$ cat config.mk
export PLATFORM = sky130hd
export DESIGN_NAME = mfb_walk
export DESIGN_NICKNAME = d
export VERILOG_FILES = /design/src/mfb_pkg.sv /design/src/mfb_walk.sv
export SDC_FILE = /design/constraint.sdc
export NUM_CORES = 1
export LEC_CHECK = 0
export BUFFER_PORTS_ARGS = -buffer_cell sky130_fd_sc_hd__buf_2
export CORE_MARGIN = 10
export CORE_UTILIZATION = 35
export DETAILED_ROUTE_END_ITERATION = 10
export PLACE_DENSITY_LB_ADDON = 0.08
export SETUP_SLACK_MARGIN = 0.4
export SKIP_CTS_REPAIR_TIMING = 1
export SYNTH_ARGS = -nofsm -noshare
export SYNTH_HDL_FRONTEND = slang
export SYNTH_SLANG_ARGS = --single-unit
$ cat constraint.sdc
create_clock -name clk_i -period 3.6 [get_ports clk_i]
set_clock_uncertainty 0.1 [all_clocks]
set_input_delay 0.72 -clock clk_i [delete_from_list [all_inputs] [get_ports clk_i]]
set_output_delay 0.72 -clock clk_i [all_outputs]
set_load 0.02 [all_outputs]
$ cat src/mfb_pkg.sv
package mfb_pkg;

  localparam int PIXELS_PER_BYTE       = 8;
  localparam int SCREEN_WIDTH_DEFAULT  = 128;
  localparam int SCREEN_HEIGHT_DEFAULT = 64;

  // request operation codes
  localparam logic OP_PAINT = 1'b0;
  localparam logic OP_READ  = 1'b1;

  typedef struct packed {
    logic               operation;
    logic signed [11:0] origin_x;
    logic signed [11:0] origin_y;
    logic        [11:0] rect_width;
    logic        [11:0] rect_height;
    logic               paint_foreground;
    logic        [9:0]  byte_address;
  } mfb_req_t;

  typedef struct packed {
    logic [7:0] read_byte;
    logic       fully_clipped;
  } mfb_res_t;

  typedef enum logic [2:0] {
    S_CLEAR,
    S_IDLE,
    S_CLIP,
    S_INIT,
    S_RUN,
    S_FLUSH,
    S_READ,
    S_DONE
  } mfb_state_e;

  typedef struct packed {
    logic clip;
    logic init;
    logic step;
  } mfb_walk_ctl_t;

  typedef struct packed {
    logic empty;
    logic last;
  } mfb_walk_sts_t;

endpackage

$ cat src/mfb_walk.sv
module mfb_walk import mfb_pkg::*; #(
  parameter int SCREEN_WIDTH  = SCREEN_WIDTH_DEFAULT,
  parameter int SCREEN_HEIGHT = SCREEN_HEIGHT_DEFAULT,
  localparam int BPR      = (SCREEN_WIDTH + PIXELS_PER_BYTE - 1) / PIXELS_PER_BYTE,
  localparam int FB_BYTES = BPR * SCREEN_HEIGHT,
  localparam int AW       = (FB_BYTES > 1) ? $clog2(FB_BYTES) : 1
) (
  input  logic               clk_i,
  input  logic               rst_ni,
  input  mfb_walk_ctl_t      ctl_i,
  input  logic signed [11:0] origin_x_i,
  input  logic signed [11:0] origin_y_i,
  input  logic        [11:0] rect_width_i,
  input  logic        [11:0] rect_height_i,
  output mfb_walk_sts_t      sts_o,
  output logic [AW-1:0]      addr_o,
  output logic [7:0]         mask_o
);

  localparam int XW  = $clog2(SCREEN_WIDTH + 1);
  localparam int YW  = $clog2(SCREEN_HEIGHT + 1);
  localparam int BCW = (BPR > 1) ? $clog2(BPR) : 1;

  // clamp a 14-bit signed coordinate to [0, hi]
  function automatic logic [12:0] clamp14(input logic signed [13:0] v, input logic [12:0] hi);
    logic [12:0] r;
    if (v[13]) begin
      r = '0;
    end else if (v[12:0] > hi) begin
      r = hi;
    end else begin
      r = v[12:0];
    end
    return r;
  endfunction

  logic [XW-1:0]  x0_q, x1_q, xl;
  logic [YW-1:0]  y0_q, y1_q, row_q;
  logic [BCW-1:0] bx0_q, bx1_q, b_q, bx0_c, bx1_c;
  logic [7:0]     lmask_q, rmask_q;
  logic [AW-1:0]  base_q;
  logic signed [13:0] ox_ext, oy_ext, x_end, y_end;

  assign ox_ext = {{2{origin_x_i[11]}}, origin_x_i};
  assign oy_ext = {{2{origin_y_i[11]}}, origin_y_i};
  assign x_end  = ox_ext + $signed({2'b00, rect_width_i});
  assign y_end  = oy_ext + $signed({2'b00, rect_height_i});

  assign xl    = x1_q - XW'(1);
  assign bx0_c = BCW'(x0_q >> 3);
  assign bx1_c = BCW'(xl >> 3);

  always_ff @(posedge clk_i or negedge rst_ni) begin
    if (!rst_ni) begin
      x0_q <= '0;
      x1_q <= '0;
      y0_q <= '0;
      y1_q <= '0;
    end else if (ctl_i.clip) begin
      x0_q <= XW'(clamp14(ox_ext, 13'(SCREEN_WIDTH)));
      x1_q <= XW'(clamp14(x_end, 13'(SCREEN_WIDTH)));
      y0_q <= YW'(clamp14(oy_ext, 13'(SCREEN_HEIGHT)));
      y1_q <= YW'(clamp14(y_end, 13'(SCREEN_HEIGHT)));
    end
  end

  // byte walker: one byte address and mask per step, row base kept by addition
  always_ff @(posedge clk_i) begin
    if (ctl_i.init) begin
      bx0_q   <= bx0_c;
      bx1_q   <= bx1_c;
      b_q     <= bx0_c;
      lmask_q <= 8'hFF >> x0_q[2:0];
      rmask_q <= 8'hFF << (3'd7 - xl[2:0]);
      row_q   <= y0_q;
      base_q  <= AW'(y0_q * BPR);
    end else if (ctl_i.step) begin
      if (b_q == bx1_q) begin
        b_q    <= bx0_q;
        row_q  <= row_q + YW'(1);
        base_q <= base_q + AW'(BPR);
      end else begin
        b_q <= b_q + BCW'(1);
      end
    end
  end

  assign sts_o.empty = (x0_q >= x1_q) || (y0_q >= y1_q);
  assign sts_o.last  = (b_q == bx1_q) && (row_q == y1_q - YW'(1));
  assign addr_o      = base_q + AW'(b_q);
  assign mask_o      = ((b_q == bx0_q) ? lmask_q : 8'hFF) & ((b_q == bx1_q) ? rmask_q : 8'hFF);

endmodule

# Word-level counts from Yosys, hierarchy flattened
# Cells that the tools add are included.
[totals]
ff_bits = 75
latch_bits = 0
ram_bits = 0
rom_bits = 0
inputBits = 53
output_inout_bits = 20
word_cells = 58
mem_count = 0
[classes]
add_sub_neg = 9
n_mul = 0
div_mod_pow = 0
magnitude_cmp = 6
n_eq_ne = 3
shift = 2
muxes = 19
bitwise_logic = 1
n_reduce_logical = 6
[ops]
columns = ["op", "n"]
rows = [
  ["2-to-1 mux 7 bit", 7],
  ["2-to-1 mux 8 bit", 6],
  ["2-to-1 mux 10 bit", 3],
  ["adder 12 x 13 -> 14 bit", 2],
  ["greater-than comparator 13 x 7 -> 1 bit (second input constant)", 2],
  ["greater-than comparator 13 x 8 -> 1 bit (second input constant)", 2],
  ["subtractor 7 x 1 -> 7 bit (second input constant)", 2],
  ["2-to-1 mux 4 bit", 3],
  ["adder 10 x 4 -> 10 bit", 1],
  ["adder 10 x 5 -> 10 bit (second input constant)", 1],
  ["AND 8 bit", 1],
  ["== test 4 bit", 2],
  ["greater-or-equal comparator 8 bit", 1],
  ["<< shifter 8 x 3 -> 8 bit (first input constant)", 1],
  [">> shifter 8 x 3 -> 8 bit (first input constant)", 1],
  ["adder 7 x 1 -> 7 bit (second input constant)", 1],
  ["== test 7 bit", 1],
  ["greater-or-equal comparator 7 bit", 1],
  ["adder 4 x 1 -> 4 bit (second input constant)", 1],
  ["AND reduction 2 bit", 2],
  ["nonzero test 2 bit", 2],
  ["subtractor 3 bit (first input constant)", 1],
  ["logical AND 1 bit", 1],
  ["logical OR 1 bit", 1],
]

# Logic depth before layout (Yosys ltp)
# Gate-level depths: netlist of the first run.
[logic_depth]
word_depth = 4
ltp_mapped = 10
depth_no_buf = 9

# Worst setup path after synthesis of the first run
# OpenSTA, ideal clock, no wires.
[synth_path]
path_type = "input-to-reg"
startpoint = "in origin_y_i[0]"
endpoint = "reg y1_q[3]"
setup_time_ns = 0.110
arrival_time_ns = 2.940
required_time_ns = 3.390
path_slack_ns = 0.449
path_stages = 9
path_buffers = 0
path_cell_list = "ha_1 fa_1 a21o_1 a221oi_4 o21ai_2 a211oi_2 xor2_1 o2111ai_2 o41ai_1"
[synth_via]
elab_chain_len = 4
[synth_lines]
columns = ["element", "line_no", "rtl"]
rows = [
  ["start: declaration", "mfb_walk.sv:12", "input logic signed [11:0] origin_y_i,"],
  ["adder 12 x 13 -> 14 bit *", "mfb_walk.sv:47", "assign y_end = oy_ext + $signed({2'b00, rect_height_i});"],
  ["greater-than comparator 13 x 7 -> 1 bit", "mfb_walk.sv:29", "end else if (v[12:0] > hi) begin"],
  ["2-to-1 mux 7 bit", "mfb_walk.sv:29", ""],
  ["2-to-1 mux 7 bit *", "mfb_walk.sv:27", "if (v[13]) begin"],
  ["end signal: assignment", "mfb_walk.sv:63", "y1_q <= YW'(clamp14(y_end, 13'(SCREEN_HEIGHT)));"],
  ["end: declaration", "mfb_walk.sv:38", "logic [YW-1:0] y0_q, y1_q, row_q;"],
]
# Mark *: on every way between the ends. The rest lies on a longest branch, timed or not.
# A chain may end at the register's enable or synchronous reset.

==> impl_metrics.py, run 1 <==
metrics = {
    "run_status": {
        "outcome": "finished, final reports clean",
    },
    "floorplanning": {
        "dieArea_um2": 18900,
        "row_count": 42,
        "dieWidth_um": 138,
        "pin_count": 73,
        "core_area_um2": 13400,
        "die_height_um": 138,
        "initial_core_util_pct": 36.1,
    },
    "timing": {
        "fmax_mhz": 324,
        "fin_crit_ps": 3090,
        "finalSetupViolCount": 0,
        "tns_ps": 0,
        "rsz0062_at_grt": "yes",
        "min_period_over_period_pct": 85.8,
        "hold_ws_ps": 326,
        "worst_pin_slew_ps": 1140,
        "relSlewSlack_pct": 23.3,
        "slew_viol_final": 0,
        "hold_viol_final": 0,
    },
    "routing": {
        "drt_iter0_markers": 226,
        "wl_per_cell_um": 15.3,
        "vias": 3871,
        "ant_nets": 0,
        "drc_errors": 0,
        "totalWireLength_um": 11500,
        "routed_via_density": 5.15,
        "drt_first_pass_iters": 4,
    },
    "power_and_ir_drop": {
        "total_power_mw": 2.21,
        "ir_worst_vdd_uv": 200,
        "powerDensity_nw_per_um2": 383,
        "leakage_nw": 2.39,
    },
    "logic_synthesis": {
        "syn_avg_cell_area_um2": 9.93,
        "synth_nets": 589,
        "syn_inst": 487,
        "synth_top_cell_by_area": "edfxtp_1",
        "ys.flop_type": "edfxtp_1",
        "ys_ff_latch": 69,
        "yosys-top-cells-count": "ha_1 (47), edfxtp_1 (39), nand2_1 (36), xnor2_1 (36), nor2_1 (33)",
        "ys_warn_count": 0,
        "synthArstFlopShare_pct": 43.5,
        "synth_cell_types": 58,
        "synth_area_leaders": "edfxtp_1 (24%), dfrtp_1 (16%), ha_1 (12%)",
        "synth_most_common_cell": "ha_1",
        "yosysTopAreaCellShare_pct": 24.2,
        "ys_seq_area_share_pct": 39.7,
        "syn_area_um2": 4840,
        "synth-edff-count": 39,
    },
    "layout": {
        "final_cells": 751,
        "drive_above_1_share_pct": 20.9,
        "multi_input_comb_area_um2": 2790,
        "diodes": 0,
        "nets": 672,
        "area_growth_pct": 19.3,
        "seqCellArea_um2": 1920,
        "fill_cells": 1347,
    },
    "clock_tree": {
        "numCtsBuffers": 9,
        "clk-insertion-delay-late_ps": 330,
        "cts_tree": "done",
        "cts_root_buf": "clkbuf_16",
        "path_clk_slew_ps": 60,
        "htree_levels": 3,
        "clock-sinks": 69,
        "clockBufferDepth": 2,
    },
    "global_routing": {
        "grt_max_degree": 34,
        "first_global_vias": 3947,
        "grt_pass1_wl_um": 19300,
        "gr-total-overflow": 0,
        "grt_usage_pct": 12.7,
        "antenna_found_initial": 0,
    },
    "worst_setup_path": {
        "critPathKind": "flip-flop to output pin",
        "critPathLaunchType": "flip-flop",
        "cp.arrival_ps": 2270,
        "cp.required_ps": 2780,
        "worst_setup_path_end_kind": "output pin",
        "crit_fanout": 6,
    },
    "min_path": {
        "hold_path.class": "input pin to async pin",
    },
    "placed_design": {
        "placedCellCount": 731,
        "dpl.hpwl_um": 9110,
        "portBuffers": 72,
        "place.gp.congestion": 0.811,
    },
    "run": {
        "drv_cap": 0,
    },
}
where the power goes:
group	switching, mW	internal, mW
logic	0.285	0.215
registers	0.0353	0.878
clock network	0.316	0.482
stage by stage:
| stage | setup slack, ps | utilization [%] | cell area (um^2) |
|---|---|---|---|
| CTS | 378 | 42.4 | 5680 |
| global placement | 164 | 40.4 | 5410 |
| floorplan | 449 | - | 4840 |
| detailed placement | 25.3 | 40.4 | 5410 |
| finish | 512 | 43.1 | 5770 |
| global route | 398 | 43.1 | 5770 |
cell type report:
class | count | share of cell area, %
Sequential cell | 69 | 33.3
Multi-Input combinational cell | 375 | 48.4
Clock inverter | 4 | 0.412
Tap cell | 176 | 3.82
Clock buffer | 12 | 4.27
Inverter | 32 | 2.08
Timing Repair Buffer | 83 | 7.72
state kept, by name (all words and copies together), names as in the netlist, 6 cells and up:
| signal | count |
|---|---|
| x0_q | 8 |
| x1_q | 8 |
| lmask_q | 7 |
| rmask_q | 7 |
| row_q | 7 |
| y0_q | 7 |
| y1_q | 7 |
| base_q | 6 |
logic make-up (layout without fill, tap and decap cells):
| family | count (synthesis) | in the layout | share of synthesized area [%] |
|---|---|---|---|
| buffers and inverters | 43 | 131 | 3.65 |
| multiplexers | 5 | 5 | 1.11 |
| AO/OA/AOI/OAI | 132 | 132 | 19.5 |
| AND/OR/NAND/NOR | 138 | 138 | 13.7 |
| flip-flops | 69 | 69 | 39.7 |
| adder cells (fa/ha/maj) | 49 | 49 | 13.0 |
| XOR/XNOR | 51 | 51 | 9.24 |
routing by layer:
metal | vias up | GRT usage, % | wire (um)
li1 | 1967 | - | -
met1 | 1807 | 16.7 | 5680
met2 | 89 | 19.6 | 5110
met3 | 8 | 2.44 | 607
met4 | 0 | 5.62 | 110
met5 | - | 0 | 0
critical path, cell delays in order, from the launching register on:
cell and delay (ps):
edfxtp_1 500, xnor2_1 190, nand4_1 140, or4_1 540, nor4_1 310, buf_2 250
layout by cell type (no fill, tap or decap), types with 11 or more instances in the layout:
master	n
buf_2	71
a21o_1	14
xnor2_1	36
nor2_1	33
a22o_1	11
nor3_1	12
xor2_1	15
o21ai_1	15
dfrtp_1	30
nand2_1	36
inv_1	29
nand3_1	17
ha_1	47
a21oi_1	28
edfxtp_1	39
buf_4	12
final timing paths:
| kind | startpoint | endpoint | cells past startpoint | slack [ps] |
|---|---|---|---|---|
| worst max-delay path | b_q[0] | sts_o[0] | 5 | 510 |
| worst min-delay path | rst_ni | x1_q[3] | 1 | 330 |
| worst max register to register | b_q[0] | row_q[3] | 4 | 1170 |
| worst min register to register | x0_q[7] | x0_q[7] | 1 | 390 |
| max in group asynchronous | rst_ni | y0_q[1] | 1 | 2630 |
| min in group clk_i | x0_q[7] | x0_q[7] | 1 | 390 |
Note: power is estimated with default switching activity, not from simulation.
==> run 2: changes to the inputs <==
Settings changed: ABC_AREA set to 1.
==> impl_metrics.py, run 2 <==
metrics = {
    "timing": {
        "min_period_over_period_pct": 81.3,
        "fin_crit_ps": 2930,
        "worst_pin_slew_ps": 741,
        "relSlewSlack_pct": 50.3,
        "slew_viol_final": 0,
        "rsz0062_at_grt": "no",
        "hold_ws_ps": 319,
        "tns_ps": 0,
        "finalSetupViolCount": 0,
        "hold_viol_final": 0,
        "fmax_mhz": 342,
    },
    "layout": {
        "diodes": 0,
        "drive_above_1_share_pct": 15.5,
        "layout_commonest_cell": "nand2_1",
        "reg_top3": "x0_q (8), x1_q (8)",
        "final_cells": 952,
        "postLayoutCoreUtil_pct": 41.8,
        "nets": 865,
        "layout_common_cells": "nand2_1 (201), inv_1 (80), buf_2 (72)",
        "area_growth_pct": 16.2,
    },
    "routing": {
        "vias": 4601,
        "drc_errors": 0,
        "wl_per_cell_um": 13.6,
        "totalWireLength_um": 12900,
        "drt_first_pass_iters": 5,
        "routed_via_density": 4.83,
        "drt_iter0_markers": 225,
        "ant_nets": 0,
    },
    "global_routing": {
        "grt_max_degree": 31,
        "antenna_found_initial": 0,
        "first_global_vias": 4651,
        "grt_pass1_wl_um": 22500,
        "grt_usage_pct": 13.3,
        "gr-total-overflow": 0,
    },
    "worst_setup_path": {
        "rrSetupSlack_ps": 1710,
        "cp.required_ps": 2780,
        "crit_start": "b_q[2]",
        "crit_fanout": 7,
        "cp.arrival_ps": 2110,
        "cp-endpoint": "mask_o[7]",
        "critPathKind": "flip-flop to output pin",
        "worst_setup_path_end_kind": "output pin",
        "critPathLaunchType": "flip-flop",
        "reg2reg_from": "b_q[1]",
        "r2r_end": "base_q[9]",
        "reg2reg_depth": 6,
    },
    "clock_tree": {
        "cts_root_buf": "clkbuf_16",
        "clk-insertion-delay-late_ps": 330,
        "clockBufferDepth": 2,
        "htree_levels": 3,
        "cts_tree": "done",
        "path_clk_slew_ps": 60,
        "clock-sinks": 69,
        "numCtsBuffers": 9,
    },
    "logic_synthesis": {
        "synth_top_family_by_area": "simple AND/OR/NAND/NOR gates",
        "ys.flop_type": "edfxtp_1",
        "ys_warn_count": 0,
        "yosys-top-cells-count": "nand2_1 (201), inv_1 (80), nand3_1 (60)",
        "synthSimpleGateAreaFrac_pct": 30.7,
        "synthArstFlopShare_pct": 43.5,
        "synth_compound_area_share_pct": 8.37,
        "ys_ff_latch": 69,
        "synth-edff-count": 39,
        "synth_fa_ha_area_share_pct": 11.9,
        "synth_cell_types": 42,
        "syn_avg_cell_area_um2": 7.68,
        "synth_nets": 787,
        "ys_seq_area_share_pct": 36.5,
        "syn_inst": 685,
        "syn_area_um2": 5260,
        "synth_top_cell_by_area": "edfxtp_1",
        "synthMuxAreaShare_pct": 0,
        "synth_most_common_cell": "nand2_1",
        "synth_area_leaders": "edfxtp_1 (22%), nand2_1 (14%), dfrtp_1 (14%)",
        "synthXorXnorAreaFrac_pct": 5.83,
        "yosysTopAreaCellShare_pct": 22.3,
    },
    "run": {
        "drv_cap": 0,
    },
    "power_and_ir_drop": {
        "internal-power_mw": 1.53,
        "ir_worst_vdd_uv": 168,
        "p_switching_uw": 679,
        "powerDensity_nw_per_um2": 361,
        "p_comb_share_pct": 23.2,
        "total_power_mw": 2.21,
        "p_seq_share_pct": 41.3,
        "leakage_nw": 2.91,
        "p_sw_share_pct": 30.7,
        "clkPwrFrac_pct": 35.6,
    },
    "placed_design": {
        "portBuffers": 72,
        "placedCellCount": 936,
        "dpl.hpwl_um": 10500,
        "place.gp.congestion": 0.868,
    },
    "floorplanning": {
        "initial_core_util_pct": 35.9,
        "core_area_um2": 14600,
        "row_count": 44,
        "die_height_um": 143,
        "dieWidth_um": 143,
        "dieArea_um2": 20300,
        "pin_count": 73,
    },
    "min_path": {
        "hold_path.class": "input pin to async pin",
    },
    "run_status": {
        "outcome": "finished, final reports clean",
    },
}
[run 2: cell count changes after synthesis, moves of 19 or more]
cell,previous run,this run
nand3_1,18,60
o21ai_0,10,29
inv_1,30,80
nand2_1,36,201
xnor2_1,36,9
[run 2: layer usage]
metal	track usage, %	share of wire [%]
met5	0	0
met3	2.74	4.1
met4	4.34	1.3
met2	19.5	42
met1	19.0	53
[run 2: cell families after synthesis]
group | after synthesis
AND/OR/NAND/NOR | 364
adder cells (fa/ha/maj) | 49
XOR/XNOR | 35
AO/OA/AOI/OAI | 76
flip-flops | 69
buffers and inverters | 92
[run 2: final cells by class]
cell class              count  area (um^2)
fillers                  1562         8530
multi-input cells         524         2990
flip-flops and latches     69         1920
repair buffers             76          390
inverters                  83          312
well taps                 184          230
clock buffers               9          225
clock inverters             7         42.5
[run 2: per-stage QoR]
stage          setup slack, ps  instance area [um^2]
3_3_place_gp               798                  5850
2_1_floorplan              952                  5260
5_1_grt                    528                  6110
3_5_place_dp               752                  5850
6_report                   674                  6110
4_1_cts                    635                  6110
[run 2: how the worst min path moves through the flow]
stage	cells past startpoint	from	end	slack [ps]
3_3_place_gp	2	x1_q[7]	x1_q[7]	370
5_1_grt	1	rst_ni	x0_q[1]	370
4_1_cts	1	rst_ni	x1_q[1]	340
3_5_place_dp	2	x1_q[1]	x1_q[1]	380
2_1_floorplan	0	rst_ni	x0_q[0]	320
6_report	1	rst_ni	x0_q[1]	320
[run 2: power by group through the flow]
stage | Sequential [mW] | Combinational [mW] | Clock (mW)
detailed placement | 0.927 | 0.515 | 0
finish | 0.912 | 0.512 | 0.786
CTS | 0.912 | 0.518 | 0.810
global route | 0.917 | 0.593 | 0.839
floorplan | 0.933 | 0.353 | 0
global placement | 0.925 | 0.512 | 0
[run 2: worst max-delay path: stages (launching register included)]
cell      delay [ps]
edfxtp_1         480
xor2_1           200
or4_1            670
or2_1            260
buf_2            160
